File: src/rtl/core/i2c_eeprom_transfer_sequencer_macros.svh
// Assertion macros shared by the EEPROM transfer sequencer RTL.
`ifndef I2C_EEPROM_TRANSFER_SEQUENCER_MACROS_SVH
`define I2C_EEPROM_TRANSFER_SEQUENCER_MACROS_SVH

// Same-cycle implication, sampled on aclk, off while in reset.
`define I2CETS_ASSERT_NOW(label, ante, cons, msg) \
    label: assert property (@(posedge aclk) disable iff (!aresetn) \
        (ante) |-> (cons)) else $error(msg);

// Next-cycle implication, sampled on aclk, off while in reset.
`define I2CETS_ASSERT_NEXT(label, ante, cons, msg) \
    label: assert property (@(posedge aclk) disable iff (!aresetn) \
        (ante) |=> (cons)) else $error(msg);

`endif

File: src/rtl/core/i2cets_pkg.sv
// Types and constants of the EEPROM transfer sequencer.
package i2cets_pkg;

    // event codes on the input channel
    localparam logic [1:0] ACT_REQ  = 2'd0;
    localparam logic [1:0] ACT_TICK = 2'd1;
    localparam logic [1:0] ACT_DONE = 2'd2;

    // request kinds
    localparam logic [1:0] MODE_NONE  = 2'd0;
    localparam logic [1:0] MODE_READ  = 2'd1;
    localparam logic [1:0] MODE_WRITE = 2'd2;
    localparam logic [1:0] MODE_ERASE = 2'd3;

    // bus command kinds
    localparam logic [1:0] KIND_READ  = 2'd0;
    localparam logic [1:0] KIND_WRITE = 2'd1;
    localparam logic [1:0] KIND_FILL  = 2'd2;

    // completion status
    localparam logic [1:0] ST_NONE  = 2'd0;
    localparam logic [1:0] ST_OK    = 2'd1;
    localparam logic [1:0] ST_FAULT = 2'd2;
    localparam logic [1:0] ST_BADARG = 2'd3;

    // sequencer phases
    localparam logic [2:0] PH_IDLE    = 3'd0;
    localparam logic [2:0] PH_WP_WAIT = 3'd1;
    localparam logic [2:0] PH_ISSUE   = 3'd2;
    localparam logic [2:0] PH_BUS     = 3'd3;
    localparam logic [2:0] PH_BURN    = 3'd4;

    // configuration register indexes
    localparam logic [1:0] CFG_CHIP_BASE   = 2'd0;
    localparam logic [1:0] CFG_PAGE_BYTES  = 2'd1;
    localparam logic [1:0] CFG_WRITE_TICKS = 2'd2;
    localparam logic [1:0] CFG_WP_FITTED   = 2'd3;

    localparam int CFG_DATA_W = 16;

    typedef struct packed {
        logic [6:0]  chip_base;
        logic [8:0]  page_eff;     // page size, zero taken as one
        logic [15:0] write_ticks;
        logic        wp_fitted;
    } cfg_t;

    typedef struct packed {
        logic        accepted;
        logic        cmd_valid;
        logic [1:0]  cmd_kind;
        logic [6:0]  cmd_chip;
        logic [15:0] cmd_addr;
        logic [15:0] cmd_offset;
        logic [15:0] cmd_len;
        logic        wp_release;
        logic        done_res;
        logic [1:0]  status;
    } res_t;

endpackage

File: src/rtl/core/i2cets_cfg.sv
// Configuration register bank of the EEPROM transfer sequencer.
module i2cets_cfg (
    input  logic                              aclk,
    input  logic                              aresetn,
    input  logic                              cfg_we,
    input  logic [1:0]                        cfg_index,
    input  logic [i2cets_pkg::CFG_DATA_W-1:0] cfg_wdata,
    output i2cets_pkg::cfg_t                  cfg
);

    logic [6:0]  chip_base_reg;
    logic [8:0]  page_bytes_reg;
    logic [15:0] write_ticks_reg;
    logic        wp_fitted_reg;

    always_ff @(posedge aclk) begin
        if (!aresetn) begin
            chip_base_reg   <= 7'd80;
            page_bytes_reg  <= 9'd32;
            write_ticks_reg <= 16'd5;
            wp_fitted_reg   <= 1'b1;
        end else if (cfg_we) begin
            unique case (cfg_index)
                i2cets_pkg::CFG_CHIP_BASE:   chip_base_reg   <= cfg_wdata[6:0];
                i2cets_pkg::CFG_PAGE_BYTES:  page_bytes_reg  <= cfg_wdata[8:0];
                i2cets_pkg::CFG_WRITE_TICKS: write_ticks_reg <= cfg_wdata[15:0];
                i2cets_pkg::CFG_WP_FITTED:   wp_fitted_reg   <= cfg_wdata[0];
                default: ;
            endcase
        end
    end

    always_comb begin
        cfg.chip_base   = chip_base_reg;
        cfg.page_eff    = (page_bytes_reg == 9'd0) ? 9'd1 : page_bytes_reg;
        cfg.write_ticks = write_ticks_reg;
        cfg.wp_fitted   = wp_fitted_reg;
    end

endmodule

File: src/rtl/core/i2c_eeprom_transfer_sequencer.sv
// Top level of the EEPROM transfer sequencer: event decode, state and result register.
//
// Usage notes
// - s_ channel carries events: a new request, a time tick or a bus transfer
//   finished. Every accepted transfer yields exactly one result on m_.
// - A request starts a read (one bus command), a write (page-sized commands)
//   or an erase (16-byte fill commands). Requests while busy come back with
//   accepted low. Zero size, no mode or no data for a read/write ends with status 3.
// - Commands are handed out on ticks with bus_free set; the requester runs
//   the bus and reports back with a bus-done event.
// - The result for an event is registered, on m_ in the cycle after its transfer.
// - Throughput: one event per cycle while s_ready is high; the step is one pass
//   of compare/subtract logic between the input handshake and the result register.
// - s_ready stays high while the result register is empty or being drained,
//   so a stalled receiver holds one result and then back-pressures s_.
// - Reset (aresetn low, synchronous) empties the result register, returns the
//   sequencer to idle with write protect driven on, and loads the register
//   defaults: chip base 80, page 32 bytes, 5 write ticks, WP pin fitted.
// - Configuration writes via cfg_we/cfg_index/cfg_wdata take effect at once;
//   only write them while no request is in flight.
module i2c_eeprom_transfer_sequencer #(
    parameter int ADDR_BITS   = 17,
    parameter int SIZE_BITS   = 16,
    parameter int ERASE_CHUNK = 16
) (
    input  logic                              aclk,
    input  logic                              aresetn,

    input  logic                              cfg_we,
    input  logic [1:0]                        cfg_index,
    input  logic [i2cets_pkg::CFG_DATA_W-1:0] cfg_wdata,

    input  logic                              s_valid,
    output logic                              s_ready,
    input  logic [1:0]                        s_action,
    input  logic [1:0]                        s_req_mode,
    input  logic [ADDR_BITS-1:0]              s_req_address,
    input  logic [SIZE_BITS-1:0]              s_req_size,
    input  logic                              s_data_present,
    input  logic                              s_bus_free,
    input  logic                              s_wp_sensed,
    input  logic                              s_bus_ok,

    output logic                              m_valid,
    input  logic                              m_ready,
    output logic                              m_accepted,
    output logic                              m_cmd_valid,
    output logic [1:0]                        m_cmd_kind,
    output logic [6:0]                        m_cmd_chip,
    output logic [15:0]                       m_cmd_addr,
    output logic [15:0]                       m_cmd_offset,
    output logic [15:0]                       m_cmd_len,
    output logic                              m_wp_release,
    output logic                              m_done_res,
    output logic [1:0]                        m_status
);

`include "i2c_eeprom_transfer_sequencer_macros.svh"

    // width for the chunk compare: wide enough for page size and byte count
    localparam int CW = (SIZE_BITS > 9) ? SIZE_BITS : 9;

    i2cets_pkg::cfg_t cfg;

    i2cets_cfg u_cfg (
        .aclk      (aclk),
        .aresetn   (aresetn),
        .cfg_we    (cfg_we),
        .cfg_index (cfg_index),
        .cfg_wdata (cfg_wdata),
        .cfg       (cfg)
    );

    // sequencer state
    logic [2:0]           phase_reg,       phase_next;
    logic [1:0]           op_mode_reg,     op_mode_next;
    logic [ADDR_BITS-1:0] base_addr_reg,   base_addr_next;
    logic [SIZE_BITS-1:0] total_reg,       total_next;
    logic [SIZE_BITS-1:0] done_reg,        done_next;
    logic [SIZE_BITS-1:0] last_chunk_reg,  last_chunk_next;
    logic [15:0]          wait_reg,        wait_next;
    logic                 wp_rel_reg,      wp_rel_next;

    // result register
    logic                 m_valid_reg,     m_valid_next;
    i2cets_pkg::res_t     res_reg,         res_next;

    logic                 s_fire;

    // command built from current state
    logic [ADDR_BITS-1:0] cur_addr;
    logic [SIZE_BITS-1:0] remaining;
    logic [CW-1:0]        chunk_lim;
    logic [CW-1:0]        chunk;
    logic [SIZE_BITS-1:0] cmd_len;
    logic [1:0]           cmd_kind;
    logic [SIZE_BITS-1:0] done_sum;
    logic                 is_read;
    logic                 is_erase;

    assign s_ready = !m_valid_reg || m_ready;
    assign s_fire  = s_valid && s_ready;

    always_comb begin
        is_read   = (op_mode_reg == i2cets_pkg::MODE_READ);
        is_erase  = (op_mode_reg == i2cets_pkg::MODE_ERASE);
        cur_addr  = is_read ? base_addr_reg
                            : ADDR_BITS'(base_addr_reg + ADDR_BITS'(done_reg));
        remaining = total_reg - done_reg;
        chunk_lim = is_erase ? CW'(ERASE_CHUNK) : CW'(cfg.page_eff);
        chunk     = (CW'(remaining) > chunk_lim) ? chunk_lim : CW'(remaining);
        cmd_len   = is_read ? total_reg : SIZE_BITS'(chunk);
        cmd_kind  = is_read ? i2cets_pkg::KIND_READ
                  : (is_erase ? i2cets_pkg::KIND_FILL : i2cets_pkg::KIND_WRITE);
        done_sum  = SIZE_BITS'(done_reg + last_chunk_reg);
    end

    // one event step
    always_comb begin
        phase_next      = phase_reg;
        op_mode_next    = op_mode_reg;
        base_addr_next  = base_addr_reg;
        total_next      = total_reg;
        done_next       = done_reg;
        last_chunk_next = last_chunk_reg;
        wait_next       = wait_reg;
        wp_rel_next     = wp_rel_reg;
        res_next        = '0;

        unique case (s_action)
            i2cets_pkg::ACT_REQ: begin
                if (phase_reg == i2cets_pkg::PH_IDLE) begin
                    res_next.accepted = 1'b1;
                    op_mode_next      = s_req_mode;
                    base_addr_next    = s_req_address;
                    total_next        = s_req_size;
                    done_next         = '0;
                    last_chunk_next   = '0;
                    wait_next         = '0;
                    if (s_req_size == '0 || s_req_mode == i2cets_pkg::MODE_NONE ||
                        (!s_data_present && s_req_mode != i2cets_pkg::MODE_ERASE)) begin
                        phase_next        = i2cets_pkg::PH_IDLE;
                        wp_rel_next       = 1'b0;
                        res_next.done_res = 1'b1;
                        res_next.status   = i2cets_pkg::ST_BADARG;
                    end else if (s_req_mode == i2cets_pkg::MODE_READ) begin
                        phase_next = i2cets_pkg::PH_ISSUE;
                    end else begin
                        wp_rel_next = 1'b1;
                        phase_next  = i2cets_pkg::PH_WP_WAIT;
                    end
                end
            end
            i2cets_pkg::ACT_TICK: begin
                if (phase_reg == i2cets_pkg::PH_WP_WAIT) begin
                    if (!(cfg.wp_fitted && s_wp_sensed)) begin
                        phase_next = i2cets_pkg::PH_ISSUE;
                    end
                end else if (phase_reg == i2cets_pkg::PH_ISSUE) begin
                    if (s_bus_free) begin
                        last_chunk_next     = cmd_len;
                        res_next.cmd_valid  = 1'b1;
                        res_next.cmd_kind   = cmd_kind;
                        res_next.cmd_chip   = 7'(cfg.chip_base + 7'(cur_addr >> 16));
                        res_next.cmd_addr   = 16'(cur_addr);
                        res_next.cmd_offset = is_read ? 16'd0 : 16'(done_reg);
                        res_next.cmd_len    = 16'(cmd_len);
                        phase_next          = i2cets_pkg::PH_BUS;
                    end
                end else if (phase_reg == i2cets_pkg::PH_BURN) begin
                    if (wait_reg > 16'd1) begin
                        wait_next = wait_reg - 16'd1;
                    end else begin
                        done_next = done_sum;
                        if (done_sum >= total_reg) begin
                            phase_next        = i2cets_pkg::PH_IDLE;
                            wp_rel_next       = 1'b0;
                            res_next.done_res = 1'b1;
                            res_next.status   = i2cets_pkg::ST_OK;
                        end else begin
                            phase_next = i2cets_pkg::PH_ISSUE;
                        end
                    end
                end
            end
            i2cets_pkg::ACT_DONE: begin
                if (phase_reg == i2cets_pkg::PH_BUS) begin
                    if (!s_bus_ok) begin
                        phase_next        = i2cets_pkg::PH_IDLE;
                        wp_rel_next       = 1'b0;
                        res_next.done_res = 1'b1;
                        res_next.status   = i2cets_pkg::ST_FAULT;
                    end else if (is_read) begin
                        done_next         = total_reg;
                        phase_next        = i2cets_pkg::PH_IDLE;
                        wp_rel_next       = 1'b0;
                        res_next.done_res = 1'b1;
                        res_next.status   = i2cets_pkg::ST_OK;
                    end else begin
                        wait_next  = cfg.write_ticks;
                        phase_next = i2cets_pkg::PH_BURN;
                    end
                end
            end
            default: ;  // unused event code: no change
        endcase

        res_next.wp_release = wp_rel_next;

        m_valid_next = s_fire ? 1'b1 : (m_ready ? 1'b0 : m_valid_reg);
    end

    always_ff @(posedge aclk) begin
        if (!aresetn) begin
            phase_reg      <= i2cets_pkg::PH_IDLE;
            op_mode_reg    <= i2cets_pkg::MODE_NONE;
            base_addr_reg  <= '0;
            total_reg      <= '0;
            done_reg       <= '0;
            last_chunk_reg <= '0;
            wait_reg       <= '0;
            wp_rel_reg     <= 1'b0;
            m_valid_reg    <= 1'b0;
        end else begin
            m_valid_reg <= m_valid_next;
            if (s_fire) begin
                phase_reg      <= phase_next;
                op_mode_reg    <= op_mode_next;
                base_addr_reg  <= base_addr_next;
                total_reg      <= total_next;
                done_reg       <= done_next;
                last_chunk_reg <= last_chunk_next;
                wait_reg       <= wait_next;
                wp_rel_reg     <= wp_rel_next;
            end
        end
    end

    // result payload: no reset needed, qualified by m_valid
    always_ff @(posedge aclk) begin
        if (s_fire) begin
            res_reg <= res_next;
        end
    end

    assign m_valid      = m_valid_reg;
    assign m_accepted   = res_reg.accepted;
    assign m_cmd_valid  = res_reg.cmd_valid;
    assign m_cmd_kind   = res_reg.cmd_kind;
    assign m_cmd_chip   = res_reg.cmd_chip;
    assign m_cmd_addr   = res_reg.cmd_addr;
    assign m_cmd_offset = res_reg.cmd_offset;
    assign m_cmd_len    = res_reg.cmd_len;
    assign m_wp_release = res_reg.wp_release;
    assign m_done_res   = res_reg.done_res;
    assign m_status     = res_reg.status;

    // issuing a command always leaves the sequencer waiting on the bus
    `I2CETS_ASSERT_NEXT(a_issue_to_bus, s_fire && res_next.cmd_valid, phase_reg == i2cets_pkg::PH_BUS, "command issued but not waiting for bus")
    // completion returns to idle with write protect back on
    `I2CETS_ASSERT_NEXT(a_done_idle, s_fire && res_next.done_res, phase_reg == i2cets_pkg::PH_IDLE && !wp_rel_reg, "completion did not restore idle and protection")
    // protection is only lifted while a write or erase is in flight
    `I2CETS_ASSERT_NOW(a_wp_busy, wp_rel_reg, phase_reg != i2cets_pkg::PH_IDLE && op_mode_reg != i2cets_pkg::MODE_READ, "write protect lifted outside a write or erase")
    // a non-zero status only comes with a completion
    `I2CETS_ASSERT_NOW(a_status_done, m_valid && m_status != i2cets_pkg::ST_NONE, m_done_res, "status without completion")

endmodule

File: config.mk
export PLATFORM = sky130hd
export DESIGN_NAME = i2c_eeprom_transfer_sequencer
export DESIGN_NICKNAME = d
export VERILOG_FILES = /design/src/rtl/core/i2cets_pkg.sv /design/src/rtl/core/i2cets_cfg.sv /design/src/rtl/core/i2c_eeprom_transfer_sequencer.sv
export VERILOG_INCLUDE_DIRS = /design/src /design/src/rtl/core
export SDC_FILE = /design/constraint.sdc
export NUM_CORES = 1
export LEC_CHECK = 0
export BUFFER_PORTS_ARGS = -buffer_cell sky130_fd_sc_hd__buf_2
export CORE_MARGIN = 4
export CORE_UTILIZATION = 42
export DETAILED_ROUTE_END_ITERATION = 16
export PLACE_DENSITY = 0.65
export SYNTH_ARGS = -nofsm -noshare
export SYNTH_HDL_FRONTEND = slang
export SYNTH_HIERARCHICAL = 1
export SYNTH_SLANG_ARGS = --single-unit
File: constraint.sdc
create_clock -name aclk -period 4.9 [get_ports aclk]
set_clock_uncertainty 0.1 [all_clocks]
set_input_delay 0.735 -clock aclk [delete_from_list [all_inputs] [get_ports aclk]]
set_output_delay 0.735 -clock aclk [all_outputs]
set_load 0.02 [all_outputs]
Yosys cells after proc, flatten, opt, wreduce, memory -nomap -nowiden --
Index checks and enable logic that the tools add are counted.
Storage, ports and cells: flip-flop bits (word level) 184, latch bits 0, bits in writable memories 0, bits in read-only memories 0, logic and storage cells 162, memories kept 0
Cells by class: add/sub/neg operators 5, $mul 0, divide/modulo/power cells 0, $lt $le $gt $ge 3, equal/unequal tests 29, shift operators 0, multiplexer cells 70, bitwise logic cells 3, reductions and logical operators 29
Operators with widths (number):
- two-way mux 16 bit | 21
- one-hot mux 16 bit (3 select lines) | 2
- two-way mux 3 bit | 21
- two-way mux 58 bit | 1
- one-hot mux 16 bit (2 select lines) | 1
- inequality test 2 bit, second input constant | 13
- AND reduction 10 bit | 2
- two-way mux 9 bit | 2
- one-hot mux 3 bit (3 select lines) | 2
- adder 17 x 16 -> 17 bit | 1
- two-way mux 17 bit | 1
- adder 16 bit | 1
- greater-or-equal comparator 16 bit | 1
- > comparator 16 x 1 -> 1 bit, second input constant | 1
- > comparator 16 x 9 -> 1 bit | 1
- logical NOT 16 bit | 1
- subtractor 16 x 1 -> 16 bit, second input constant | 1
- subtractor 16 bit | 1
- two-way mux 1 bit | 14
- inequality test 4 bit, second input constant | 3
- logical NOT 9 bit | 1
- == test 2 x 1 -> 1 bit, second input constant | 4
- == test 2 bit, second input constant | 4
- two-way mux 2 bit | 4
- 21 further kinds | 35

Longest topological paths before layout --
Gate-level depths: netlist of run 1.
depth after elaboration 10, gate-level depth with buffers 20, gate-level depth less buffers 20

By module --
Netlist of run 1, hierarchy kept.
Modules (own cells, without submodules):
- i2c_eeprom_transfer_sequencer | times used 1, cells an instance 1099, area an instance 9689.3 sq um, sequential area each 3653.5 sq um
- i2cets_cfg | times used 1, cells an instance 143, area an instance 1357.6 sq um, sequential area each 660.6 sq um

Least setup slack after synthesis of run 1 --
No wires, ideal clock.
path type input -> register, from in m_ready, to reg wait_reg[3], library setup time 125 ps, arrival time 4786 ps, setup slack -111 ps, stages on the path 10, path buffers 3, path through nand2b_1 and2_1 clkbuf_1 o21ai_0 a211o_1 a221o_1 clkbuf_1 clkbuf_1 a221oi_1 nor3b_1
On the way: longest elaborated chain between the ends 3
Ends and longest elaborated chain:
- from (decl) | RTL line i2c_eeprom_transfer_sequencer.sv:45 | input logic m_ready,
- logical OR 1 bit | RTL line i2c_eeprom_transfer_sequencer.sv:101 | assign s_ready = !m_valid_reg || m_ready;
- logical AND 1 bit | RTL line i2c_eeprom_transfer_sequencer.sv:102 | assign s_fire = s_valid && s_ready;
- AND reduction 10 bit (no source line)
- to (signal assigned) | RTL line i2c_eeprom_transfer_sequencer.sv:233 | wait_reg <= wait_next;
- to (decl) | RTL line i2c_eeprom_transfer_sequencer.sv:81 | logic [15:0] wait_reg, wait_next;
No other way between the ends. A chain may end at the register's enable or synchronous reset.

Final worst setup path of run 1 --
from reg total_reg[0], to reg last_chunk_reg[3]
On the way: longest elaborated chain between the ends 8
Ends and longest elaborated chain:
- from (decl) | RTL line i2c_eeprom_transfer_sequencer.sv:78 | logic [SIZE_BITS-1:0] total_reg, total_next;
- from (signal assigned) | RTL line i2c_eeprom_transfer_sequencer.sv:230 | total_reg <= total_next;
- subtractor 16 bit (*) | RTL line i2c_eeprom_transfer_sequencer.sv:109 | remaining = total_reg - done_reg;
- > comparator 16 x 9 -> 1 bit | RTL line i2c_eeprom_transfer_sequencer.sv:111 | chunk = (CW'(remaining) > chunk_lim) ? chunk_lim : CW'(remaining);
- two-way mux 16 bit (*) | RTL line i2c_eeprom_transfer_sequencer.sv:111
- two-way mux 16 bit (*) | RTL line i2c_eeprom_transfer_sequencer.sv:112 | cmd_len = is_read ? total_reg : SIZE_BITS'(chunk);
- two-way mux 16 bit (*) | RTL line i2c_eeprom_transfer_sequencer.sv:160 | if (s_bus_free) begin
- two-way mux 16 bit (*) | RTL line i2c_eeprom_transfer_sequencer.sv:159 | end else if (phase_reg == i2cets_pkg::PH_ISSUE) begin
- two-way mux 16 bit (*) | RTL line i2c_eeprom_transfer_sequencer.sv:155 | if (phase_reg == i2cets_pkg::PH_WP_WAIT) begin
- one-hot mux 16 bit (2 select lines) (*) | RTL line i2c_eeprom_transfer_sequencer.sv:130 | unique case (s_action)
- to (signal assigned) | RTL line i2c_eeprom_transfer_sequencer.sv:232 | last_chunk_reg <= last_chunk_next;
- to (decl) | RTL line i2c_eeprom_transfer_sequencer.sv:80 | logic [SIZE_BITS-1:0] last_chunk_reg, last_chunk_next;
Every way passes the cells marked *; elsewhere a longest branch is shown, timed or not. The select of a mux whose other input is x is not followed.

==> results.py, run 1 <==
metrics = {
    "status": {
        "outcome": "completed",
    },
    "cts": {
        "clock_sinks": 184,
        "h-tree-depth": 4,
        "cts_hold_buf": 0,
        "clkTransAtPathRegs_ns": 0.07,
        "cts_resized": 0,
        "clock_latency_ns": 0.45,
        "post_cts_buffers": 0,
        "tritoncts": "built",
        "numCtsBuffers": 17,
        "ctsRootBufferMaster": "clkbuf_16",
        "clockBufferDepth": 2,
    },
    "power": {
        "pwr-share-clk_pct": 37.1,
        "p_int_mw": 2.60,
        "p_comb_share_pct": 18.0,
        "power_density_mw_per_mm2": 298,
        "leakagePower_nw": 5.24,
        "swShare_pct": 30.3,
        "power_frac_seq_pct": 45.0,
        "ir_worst_vdd_mv": 0.185,
        "p_switching_mw": 1.13,
    },
    "setup_path": {
        "crit_required_ns": 5.15,
        "worst-setup-path-type": "reg2reg",
        "regToRegStartpoint": "total_reg[0]",
        "crit_arrival_ns": 4.85,
        "worst_setup_path_start_kind": "flip-flop",
        "path_cells": "inv_1 -> ha_1 -> inv_1 -> fa_1 -> a21oi_2 -> o211a_1 -> o41a_1 -> xnor2_1 -> ha_1 -> nand4_1 -> o32ai_1 -> a21oi_1 -> a2111oi_2 -> o2111a_2 -> and3_1 -> mux2_4 -> o41ai_2",
        "r2r_slack_ns": 0.30,
        "worst_r2r_endpoint": "last_chunk_reg[3]",
        "worst-path-max-fanout": 8,
        "critPathSlowestCell": "and3_1",
        "crit_start": "total_reg[0]",
        "max_stage_delay_ns": 0.51,
        "endpoint_kind": "flip-flop",
        "worst_r2r_path_depth": 17,
    },
    "layout": {
        "regArea_sq_mm": 0.00431,
        "largest_register_ff_count": 17,
        "nNetsFinal": 1477,
        "fillers": 2488,
        "diodes": 0,
        "syn2layout_area_growth_pct": 13.1,
        "layout-drive-gt1-share_pct": 15.7,
        "multi_input_area_sq_mm": 0.00623,
        "fin_util_pct": 48.1,
    },
    "logic_synthesis": {
        "synth_nets": 1388,
        "ys_ff_latch": 184,
        "syn_area_sq_mm": 0.0110,
        "synthCells": 1242,
        "yosysUniqueCellTypes": 83,
        "seq_area_frac_synth_pct": 39.1,
        "async_flop_share_pct": 0,
        "syn_area_per_cell_sq_um": 8.89,
        "synthFlopType": "dfxtp_1",
        "synth_edf_count": 63,
        "ys_warn_count": 6,
    },
    "detailed_routing": {
        "vias": 9453,
        "wire_per_inst_microns": 18.1,
        "drc": 0,
        "via_per_inst": 5.63,
        "ant_nets": 0,
        "firstDrtPassIters": 5,
        "drt_iter0_drc": 772,
        "routed_wl_mm": 30.3,
    },
    "die": {
        "fp.coreArea_sq_mm": 0.0260,
        "die_area_sq_mm": 0.0290,
        "dieHeight_microns": 170,
        "ios": 129,
        "initial_core_util_pct": 42.5,
        "die_x_microns": 170,
        "rows": 59,
    },
    "timing": {
        "slew_viol_final": 0,
        "grt_setup_unrepaired": "false",
        "maxSlewHeadroom_pct": 22.8,
        "period_needed_ns": 4.60,
        "fmax_ghz": 0.217,
        "setup_viol": 0,
        "fin_crit_sh_pct": 93.9,
        "setup-tns-final_ns": 0,
        "worst_pin_slew_ns": 1.16,
        "final_hold_viol_count": 0,
        "fin_hold_ws_ns": 0.365,
    },
    "min_path": {
        "hold_end": "u_cfg/write_ticks_reg[12]",
        "min_from": "u_cfg/write_ticks_reg[12]",
        "worst_hold_path_type": "reg2reg",
        "holdPathStages": 2,
    },
    "global_routing": {
        "antenna_found_initial": 0,
        "grt_pass1_wl_mm": 47.3,
        "grt_pass1_vias": 9021,
        "grtUsageTotal_pct": 20.5,
        "grt_max_degree": 78,
        "gr-total-overflow": 0,
    },
    "placed_design": {
        "dp_hpwl_mm": 22.2,
        "io_buffers": 128,
        "gp_congestion": 0.938,
    },
    "job": {
        "maxCapViolations": 0,
    },
}
[critical path, delay by kind of cell (launching register included)]
family	cells	cell delay, ns
muxes	1	0.36
adders and majority gates	3	0.73
DFF	1	0.40
AOI/OAI and AO/OA	8	2.02
buffers and inverters	2	0.13
and+or+nand+nor	2	0.58
xor gates and xnor gates	1	0.16
[worst max-delay path by stage]
stage / slack, ns / end / cells past startpoint
after floorplan: 0.81 / last_chunk_reg[3] / 18
after global placement: 0.42 / last_chunk_reg[3] / 17
after detailed placement: 0.33 / last_chunk_reg[3] / 17
after CTS: 0.31 / last_chunk_reg[3] / 17
after global routing: 0.02 / last_chunk_reg[2] / 17
final: 0.30 / last_chunk_reg[3] / 17
[through the flow]
stage | power [mW] | setup slack (ns) | instances | cell area [sq um]
3_5_place_dp | 2.37 | 0.328 | 1647 | 11900
6_report | 3.72 | 0.299 | 1679 | 12500
3_3_place_gp | 2.36 | 0.420 | 1647 | 11900
4_1_cts | 3.74 | 0.314 | 1679 | 12500
2_1_floorplan | 2.18 | 0.810 | 1242 | 11000
5_1_grt | 3.88 | 0.0184 | 1679 | 12500
[final cells by class]
type                    count  share of cell area [%]
multi-input cells         929                    49.9
flip-flops and latches    184                    34.5
repair buffers            140                    5.87
clock buffers              19                    3.65
well taps                 335                    3.35
inverters                  59                    1.77
clock inverters            13                   0.971
[power groups by stage]
stage / Sequential (mW) / Clock, mW / Combinational (mW)
finish: 1.67 / 1.38 / 0.669
global route: 1.68 / 1.46 / 0.739
CTS: 1.67 / 1.40 / 0.666
detailed placement: 1.71 / 0 / 0.662
global placement: 1.71 / 0 / 0.654
floorplan: 1.73 / 0 / 0.450
[synth_stat cells (18+ instances only)]
| library cell | instances | share of area (%) |
|---|---|---|
| o21ai_0 | 41 | 1.9 |
| inv_1 | 59 | 2.0 |
| nor3_1 | 47 | 2.1 |
| a21oi_1 | 47 | 2.1 |
| xor2_1 | 18 | 1.4 |
| a21o_1 | 19 | 1.3 |
| nor2_1 | 66 | 2.2 |
| mux2i_1 | 31 | 2.8 |
| nand2_1 | 202 | 6.9 |
| ha_1 | 79 | 8.9 |
| clkbuf_1 | 58 | 2.0 |
| nand3_1 | 39 | 1.8 |
| edfxtp_1 | 63 | 17 |
| and2_1 | 24 | 1.4 |
| xnor2_1 | 28 | 2.2 |
| a21boi_0 | 55 | 3.7 |
| dfxtp_1 | 121 | 22 |
[cell families (layout without fill, tap and decap cells)]
logic type               Yosys count  count (layout)  synth area share, %
AO/OA/AOI/OAI                    288             288                 19.3
XOR/XNOR                          46              46                 3.65
adder cells (fa/ha/maj)           83              83                 9.58
buffers and inverters            129             231                 4.68
flip-flops                       184             184                 39.1
multiplexers                      34              34                 3.17
AND/OR/NAND/NOR                  478             478                 20.5
[placed cells by master, fill, tap and decap left out, types with 47 or more instances in the layout]
master      n
nand2_1   202
nor2_1     66
nor3_1     47
dfxtp_1   121
buf_2     127
ha_1       79
a21oi_1    47
edfxtp_1   63
inv_1      59
a21boi_0   55
[layer usage]
layer  track usage (%)  up-vias  wire (microns)
met5                 0        -               0
met2              33.4      277           14000
met3              3.48       42            1850
met4              6.74        0             721
met1              27.9     4497           13800
li1                  -     4637               -
(Power assumes the default switching activity.)
==> run 2, diff against run 1 <==
--- a/config.mk
+++ b/config.mk
@@ -7,10 +7,11 @@
 export NUM_CORES = 1
 export LEC_CHECK = 0
 export BUFFER_PORTS_ARGS = -buffer_cell sky130_fd_sc_hd__buf_2
+export CAP_MARGIN = 40
 export CORE_MARGIN = 4
 export CORE_UTILIZATION = 42
 export DETAILED_ROUTE_END_ITERATION = 16
-export PLACE_DENSITY = 0.65
+export PLACE_DENSITY = 0.71
 export SYNTH_ARGS = -nofsm -noshare
 export SYNTH_HDL_FRONTEND = slang
 export SYNTH_HIERARCHICAL = 1
==> results.py, run 2 (synthesis results as in run 1) <==
metrics = {
    "status": {
        "outcome": "completed",
    },
    "cts": {
        "clock_latency_ns": 0.44,
        "clockBufferDepth": 2,
        "clkTransAtPathRegs_ns": 0.07,
        "clock_sinks": 184,
        "h-tree-depth": 4,
        "ctsRootBufferMaster": "clkbuf_16",
        "tritoncts": "built",
        "numCtsBuffers": 17,
    },
    "timing": {
        "fin_hold_ws_ns": 0.366,
        "setup_viol": 0,
        "fmax_ghz": 0.219,
        "fin_crit_sh_pct": 93.1,
        "setup-tns-final_ns": 0,
        "maxSlewHeadroom_pct": 43.0,
        "slew_viol_final": 0,
        "worst_pin_slew_ns": 0.855,
        "final_hold_viol_count": 0,
        "period_needed_ns": 4.56,
        "fin_ws_ns": 0.337,
        "grt_setup_unrepaired": "false",
    },
    "die": {
        "ios": 129,
        "die_x_microns": 170,
        "initial_core_util_pct": 42.5,
        "dieHeight_microns": 170,
        "die_area_sq_mm": 0.0290,
        "rows": 59,
        "fp.coreArea_sq_mm": 0.0260,
    },
    "power": {
        "p_total_mw": 3.78,
        "ir_worst_vdd_mv": 0.196,
        "power_density_mw_per_mm2": 300,
        "leakagePower_nw": 5.29,
    },
    "setup_path": {
        "worst-setup-path-type": "reg2reg",
        "max_stage_delay_ns": 0.42,
        "crit_arrival_ns": 4.79,
        "worst_setup_path_start_kind": "flip-flop",
        "critPathSlowestCell": "o41a_1",
        "crit_required_ns": 5.12,
        "worst-path-max-fanout": 8,
        "path_cells": "inv_1 -> ha_1 -> inv_1 -> fa_1 -> a21oi_2 -> o211a_1 -> o41a_1 -> xnor2_1 -> ha_1 -> nand4_1 -> o32ai_1 -> a21oi_1 -> a2111oi_2 -> o2111a_2 -> and3_2 -> mux2_4 -> o41ai_2",
        "endpoint_kind": "flip-flop",
    },
    "layout": {
        "largest_register_ff_count": 17,
        "mostFrequentLayoutCell": "nand2_1",
        "fin_cells": 1687,
        "mostFrequentLayoutCells": "nand2_1, buf_2, dfxtp_1",
        "layout-drive-gt1-share_pct": 16.2,
        "nNetsFinal": 1484,
        "syn2layout_area_growth_pct": 14.0,
    },
    "global_routing": {
        "grt_max_degree": 72,
        "grtUsageTotal_pct": 21.1,
        "grt_pass1_vias": 9377,
        "gr-total-overflow": 0,
        "grt_pass1_wl_mm": 48.7,
        "antenna_found_initial": 0,
    },
    "detailed_routing": {
        "via_per_inst": 5.70,
        "wire_per_inst_microns": 18.1,
        "ant_nets": 0,
        "drc": 0,
        "firstDrtPassIters": 5,
        "vias": 9609,
        "drt_iter0_drc": 741,
        "routed_wl_mm": 30.6,
    },
    "placed_design": {
        "place_ws_ns": 0.294,
        "io_buffers": 128,
        "dpl.cell_count": 1654,
        "dp_hpwl_mm": 22.6,
        "gp_congestion": 0.923,
    },
    "job": {
        "maxCapViolations": 0,
    },
    "min_path": {
        "worst_hold_path_type": "reg2reg",
    },
}
[run 2: cell types whose count changed in the layout (fill, tap and decap cells not counted), sizes merged]
cell / before / now
buf: 140 / 147
inv: 70 / 67
bufinv: 0 / 2
clkbuf: 19 / 17
clkinvlp: 0 / 2
clkinv: 2 / 3
diode: 0 / 1
[run 2: layout make-up]
type	instances	area, sq um
fill	2498	13400
antenna	1	2.50
tap	335	419
inverter	59	221
sequential	184	4310
timing repair buffer	147	802
multi-input combinational	929	6230
clock inverter	15	181
clock buffer	17	425
[run 2: critical path, delay by kind of cell, from the launching register on]
kind	cells	cell delay, ns
AO/OA/AOI/OAI	8	2.10
adder cells (fa/ha/maj)	3	0.76
AND/OR/NAND/NOR	2	0.44
flip-flops	1	0.40
multiplexers	1	0.34
XOR/XNOR	1	0.17
buffers and inverters	2	0.14
[run 2: power breakdown]
| part | internal (mW) | leakage (nW) | total (mW) | switching [mW] |
|---|---|---|---|---|
| sequential | 1.63 | 1.62 | 1.68 | 0.0442 |
| combinational | 0.264 | 3.37 | 0.675 | 0.411 |
| clock | 0.775 | 0.293 | 1.43 | 0.658 |
[run 2: timing repair]
action                     4_1_cts  5_1_grt
gates resized for setup          0        1
hold buffers                     0        0
buffers inserted                 0        0
setup endpoints to repair        0        4
hold endpoints to repair         0        0
[run 2: per-layer routing]
layer | track usage [%] | wire (microns)
met1 | 26.6 | 12800
met2 | 36.3 | 14800
met3 | 4.32 | 2170
met4 | 6.67 | 835
met5 | 0 | 0
[run 2: final timing paths]
path	endpoint	start	cells past startpoint	slack, ns
min reg2reg	u_cfg/write_ticks_reg[8]	u_cfg/write_ticks_reg[8]	2	0.37
min	u_cfg/write_ticks_reg[8]	u_cfg/write_ticks_reg[8]	2	0.37
max reg2reg	last_chunk_reg[3]	total_reg[0]	17	0.34
max	last_chunk_reg[3]	total_reg[0]	17	0.34
[run 2: stage by stage]
stage / utilization, % / instance area (sq um)
after global placement: 46.0 / 12000
after detailed placement: 46.1 / 12000
after global routing: 48.5 / 12600
final: 48.5 / 12600
after CTS: 48.5 / 12600
after floorplan: - / 11000
==> run 3, diff against run 2 <==
--- a/config.mk
+++ b/config.mk
@@ -6,6 +6,7 @@
 export SDC_FILE = /design/constraint.sdc
 export NUM_CORES = 1
 export LEC_CHECK = 0
+export ABC_AREA = 1
 export BUFFER_PORTS_ARGS = -buffer_cell sky130_fd_sc_hd__buf_2
 export CAP_MARGIN = 40
 export CORE_MARGIN = 4
==> results.py, run 3 <==
metrics = {
    "power": {
        "leakagePower_nw": 6.30,
        "power_density_mw_per_mm2": 304,
        "pwr-share-clk_pct": 34.8,
        "swShare_pct": 31.9,
        "ir_worst_vdd_mv": 0.171,
        "p_comb_share_pct": 22.3,
        "power_frac_seq_pct": 42.9,
        "p_switching_mw": 1.26,
        "p_int_mw": 2.69,
    },
    "detailed_routing": {
        "ant_nets": 0,
        "via_per_inst": 5.23,
        "drt_iter0_drc": 908,
        "firstDrtPassIters": 5,
        "routed_wl_mm": 33.3,
        "wire_per_inst_microns": 16.1,
        "vias": 10800,
        "drc": 0,
    },
    "cts": {
        "cts_hold_buf": 0,
        "clock_latency_ns": 0.43,
        "ctsRootBufferMaster": "clkbuf_16",
        "cts_resized": 0,
        "numCtsBuffers": 17,
        "clkTransAtPathRegs_ns": 0.07,
        "tritoncts": "built",
        "clock_sinks": 184,
        "post_cts_buffers": 0,
        "clockBufferDepth": 2,
        "h-tree-depth": 4,
    },
    "layout": {
        "mostFrequentLayoutCell": "nand2_1",
        "multi_input_area_sq_mm": 0.00606,
        "regArea_sq_mm": 0.00431,
        "syn2layout_area_growth_pct": 12.5,
        "fillers": 2711,
        "diodes": 0,
        "largest_register_ff_count": 17,
        "layout-drive-gt1-share_pct": 12.9,
        "nNetsFinal": 1857,
        "mostFrequentLayoutCells": "nand2_1, inv_1, nor2_1",
        "fin_cells": 2065,
        "design_area_sq_mm": 0.0130,
        "fin_util_pct": 48.1,
    },
    "setup_path": {
        "critPathTopFamily": "simple AND/OR/NAND/NOR gates",
        "crit_required_ns": 4.98,
        "worst-setup-path-type": "reg2reg",
        "cpMostUsedCell": "o21ai_0",
        "endpoint_kind": "flip-flop",
        "path_cells": "inv_1 -> fa_1 -> nand3b_1 -> nand2_1 -> a21oi_1 -> o21ai_0 -> nor2_1 -> o21ai_0 -> nand2_1 -> and2_1 -> ha_1 -> nand3_1 -> nor3_1 -> o21ai_0 -> nand4_1 -> nand3_1 -> nand3_1 -> nand2_1 -> o21ai_0 -> inv_1",
        "worst-path-max-fanout": 6,
        "crit_arrival_ns": 3.96,
        "worst_setup_path_start_kind": "flip-flop",
        "max_stage_delay_ns": 0.51,
        "critPathSlowestCell": "fa_1",
        "worstPathBufferInverterCount": 2,
    },
    "logic_synthesis": {
        "synthCells": 1609,
        "synth_edf_count": 63,
        "synth_area_leaders": "dfxtp_1, edfxtp_1, nand2_1, ha_1, inv_1",
        "syn_area_per_cell_sq_um": 7.17,
        "ys_warn_count": 6,
        "syn_area_sq_mm": 0.0115,
        "synth_nets": 1755,
        "seq_area_frac_synth_pct": 37.4,
        "async_flop_share_pct": 0,
        "synthFlopType": "dfxtp_1",
        "synth_top_area_cell": "dfxtp_1",
        "yosys.area.top_type_share_pct": 21.0,
        "yosysUniqueCellTypes": 58,
        "synth_most_common_cell": "nand2_1",
        "ys_ff_latch": 184,
        "synthTopCellsByCount": "nand2_1, inv_1, nor2_1",
    },
    "die": {
        "rows": 60,
        "fp.coreArea_sq_mm": 0.0270,
        "die_area_sq_mm": 0.0302,
        "initial_core_util_pct": 42.7,
        "dieHeight_microns": 174,
        "die_x_microns": 174,
        "ios": 129,
    },
    "timing": {
        "setup-tns-final_ns": 0,
        "fin_hold_ws_ns": 0.378,
        "fmax_ghz": 0.258,
        "final_hold_viol_count": 0,
        "fin_crit_sh_pct": 79.1,
        "grt_setup_unrepaired": "false",
        "slew_viol_final": 0,
        "worst_pin_slew_ns": 0.692,
        "setup_viol": 0,
        "maxSlewHeadroom_pct": 53.8,
        "period_needed_ns": 3.87,
    },
    "global_routing": {
        "gr-total-overflow": 0,
        "antenna_found_initial": 0,
        "grt_pass1_vias": 10400,
        "grt_max_degree": 63,
        "grt_pass1_wl_mm": 53.7,
        "grtUsageTotal_pct": 21.7,
    },
    "min_path": {
        "worst_hold_path_type": "reg2reg",
    },
    "job": {
        "maxCapViolations": 0,
    },
    "status": {
        "outcome": "completed",
    },
    "placed_design": {
        "placed_area_sq_mm": 0.0124,
        "io_buffers": 128,
        "dpl.cell_count": 2033,
        "dp_hpwl_mm": 25.5,
        "gp_congestion": 0.943,
    },
}
## run 3: cell types whose count changed after synthesis, moves of 18 or more
cell / before / now
mux2i_1: 31 / 0
a21boi_0: 55 / 1
o21ai_0: 41 / 100
a21oi_1: 47 / 129
nand2_1: 202 / 391
nand3_1: 39 / 78
and2_1: 24 / 6
xnor2_1: 28 / 10
inv_1: 59 / 216
clkbuf_1: 58 / 32
nor2_1: 66 / 195
nor3_1: 47 / 22
## run 3: stage by stage
| stage | setup slack (ns) | total power, mW |
|---|---|---|
| detailed placement | 1.03 | 2.60 |
| floorplan | 1.33 | 2.36 |
| global route | 0.567 | 4.15 |
| global placement | 1.19 | 2.59 |
| finish | 1.03 | 3.95 |
| CTS | 1.03 | 3.97 |
## run 3: area by class of cell
| type | count | area share, % |
|---|---|---|
| multi-input combinational | 1142 | 46.6 |
| sequential | 184 | 33.2 |
| inverter | 224 | 6.47 |
| timing repair buffer | 142 | 5.95 |
| clock buffer | 21 | 3.71 |
| tap | 341 | 3.29 |
| clock inverter | 11 | 0.732 |
## run 3: worst paths after layout
kind | startpoint | to | slack (ns) | cells past startpoint
hold reg to reg | last_chunk_reg[14] | last_chunk_reg[14] | 0.38 | 2
setup / recovery | done_reg[1] | m_wp_release | 1.03 | 20
setup reg to reg | done_reg[1] | m_wp_release | 1.03 | 20
hold / removal | last_chunk_reg[14] | last_chunk_reg[14] | 0.38 | 2
## run 3: metal layers
metal	vias up	wire [microns]	GRT usage, %
li1	5413	-	-
met3	60	2330	3.62
met4	0	845	6.24
met1	4945	14900	29.2
met2	381	15300	36.2
met5	-	0	0
## run 3: kinds of logic (layout without fill, tap and decap cells)
logic type	after synthesis	count (layout)	synth area share [%]
simple gates	757	757	28.1
buf+inv	283	398	10.2
compound gates	273	273	13.0
flops	184	184	37.4
fa+ha+maj	83	83	9.17
xor+xnor	29	29	2.20
## run 3: power by group through the flow
stage | registers [mW] | logic (mW) | clock network (mW)
after CTS | 1.70 | 0.876 | 1.40
after floorplan | 1.75 | 0.608 | 0
after global placement | 1.73 | 0.859 | 0
after detailed placement | 1.73 | 0.871 | 0
final | 1.70 | 0.882 | 1.37
after global routing | 1.70 | 0.985 | 1.46
## run 3: worst register-to-register path, cell delays in order (launching register included)
cell and delay, ns:
dfxtp_1 0.35, inv_1 0.18, fa_1 0.51, nand3b_1 0.18
nand2_1 0.11, a21oi_1 0.12, o21ai_0 0.36, nor2_1 0.07
o21ai_0 0.19, nand2_1 0.09, and2_1 0.17, ha_1 0.29
nand3_1 0.08, nor3_1 0.20, o21ai_0 0.12, nand4_1 0.14
nand3_1 0.09, nand3_1 0.07, nand2_1 0.05, o21ai_0 0.09
inv_1 0.07
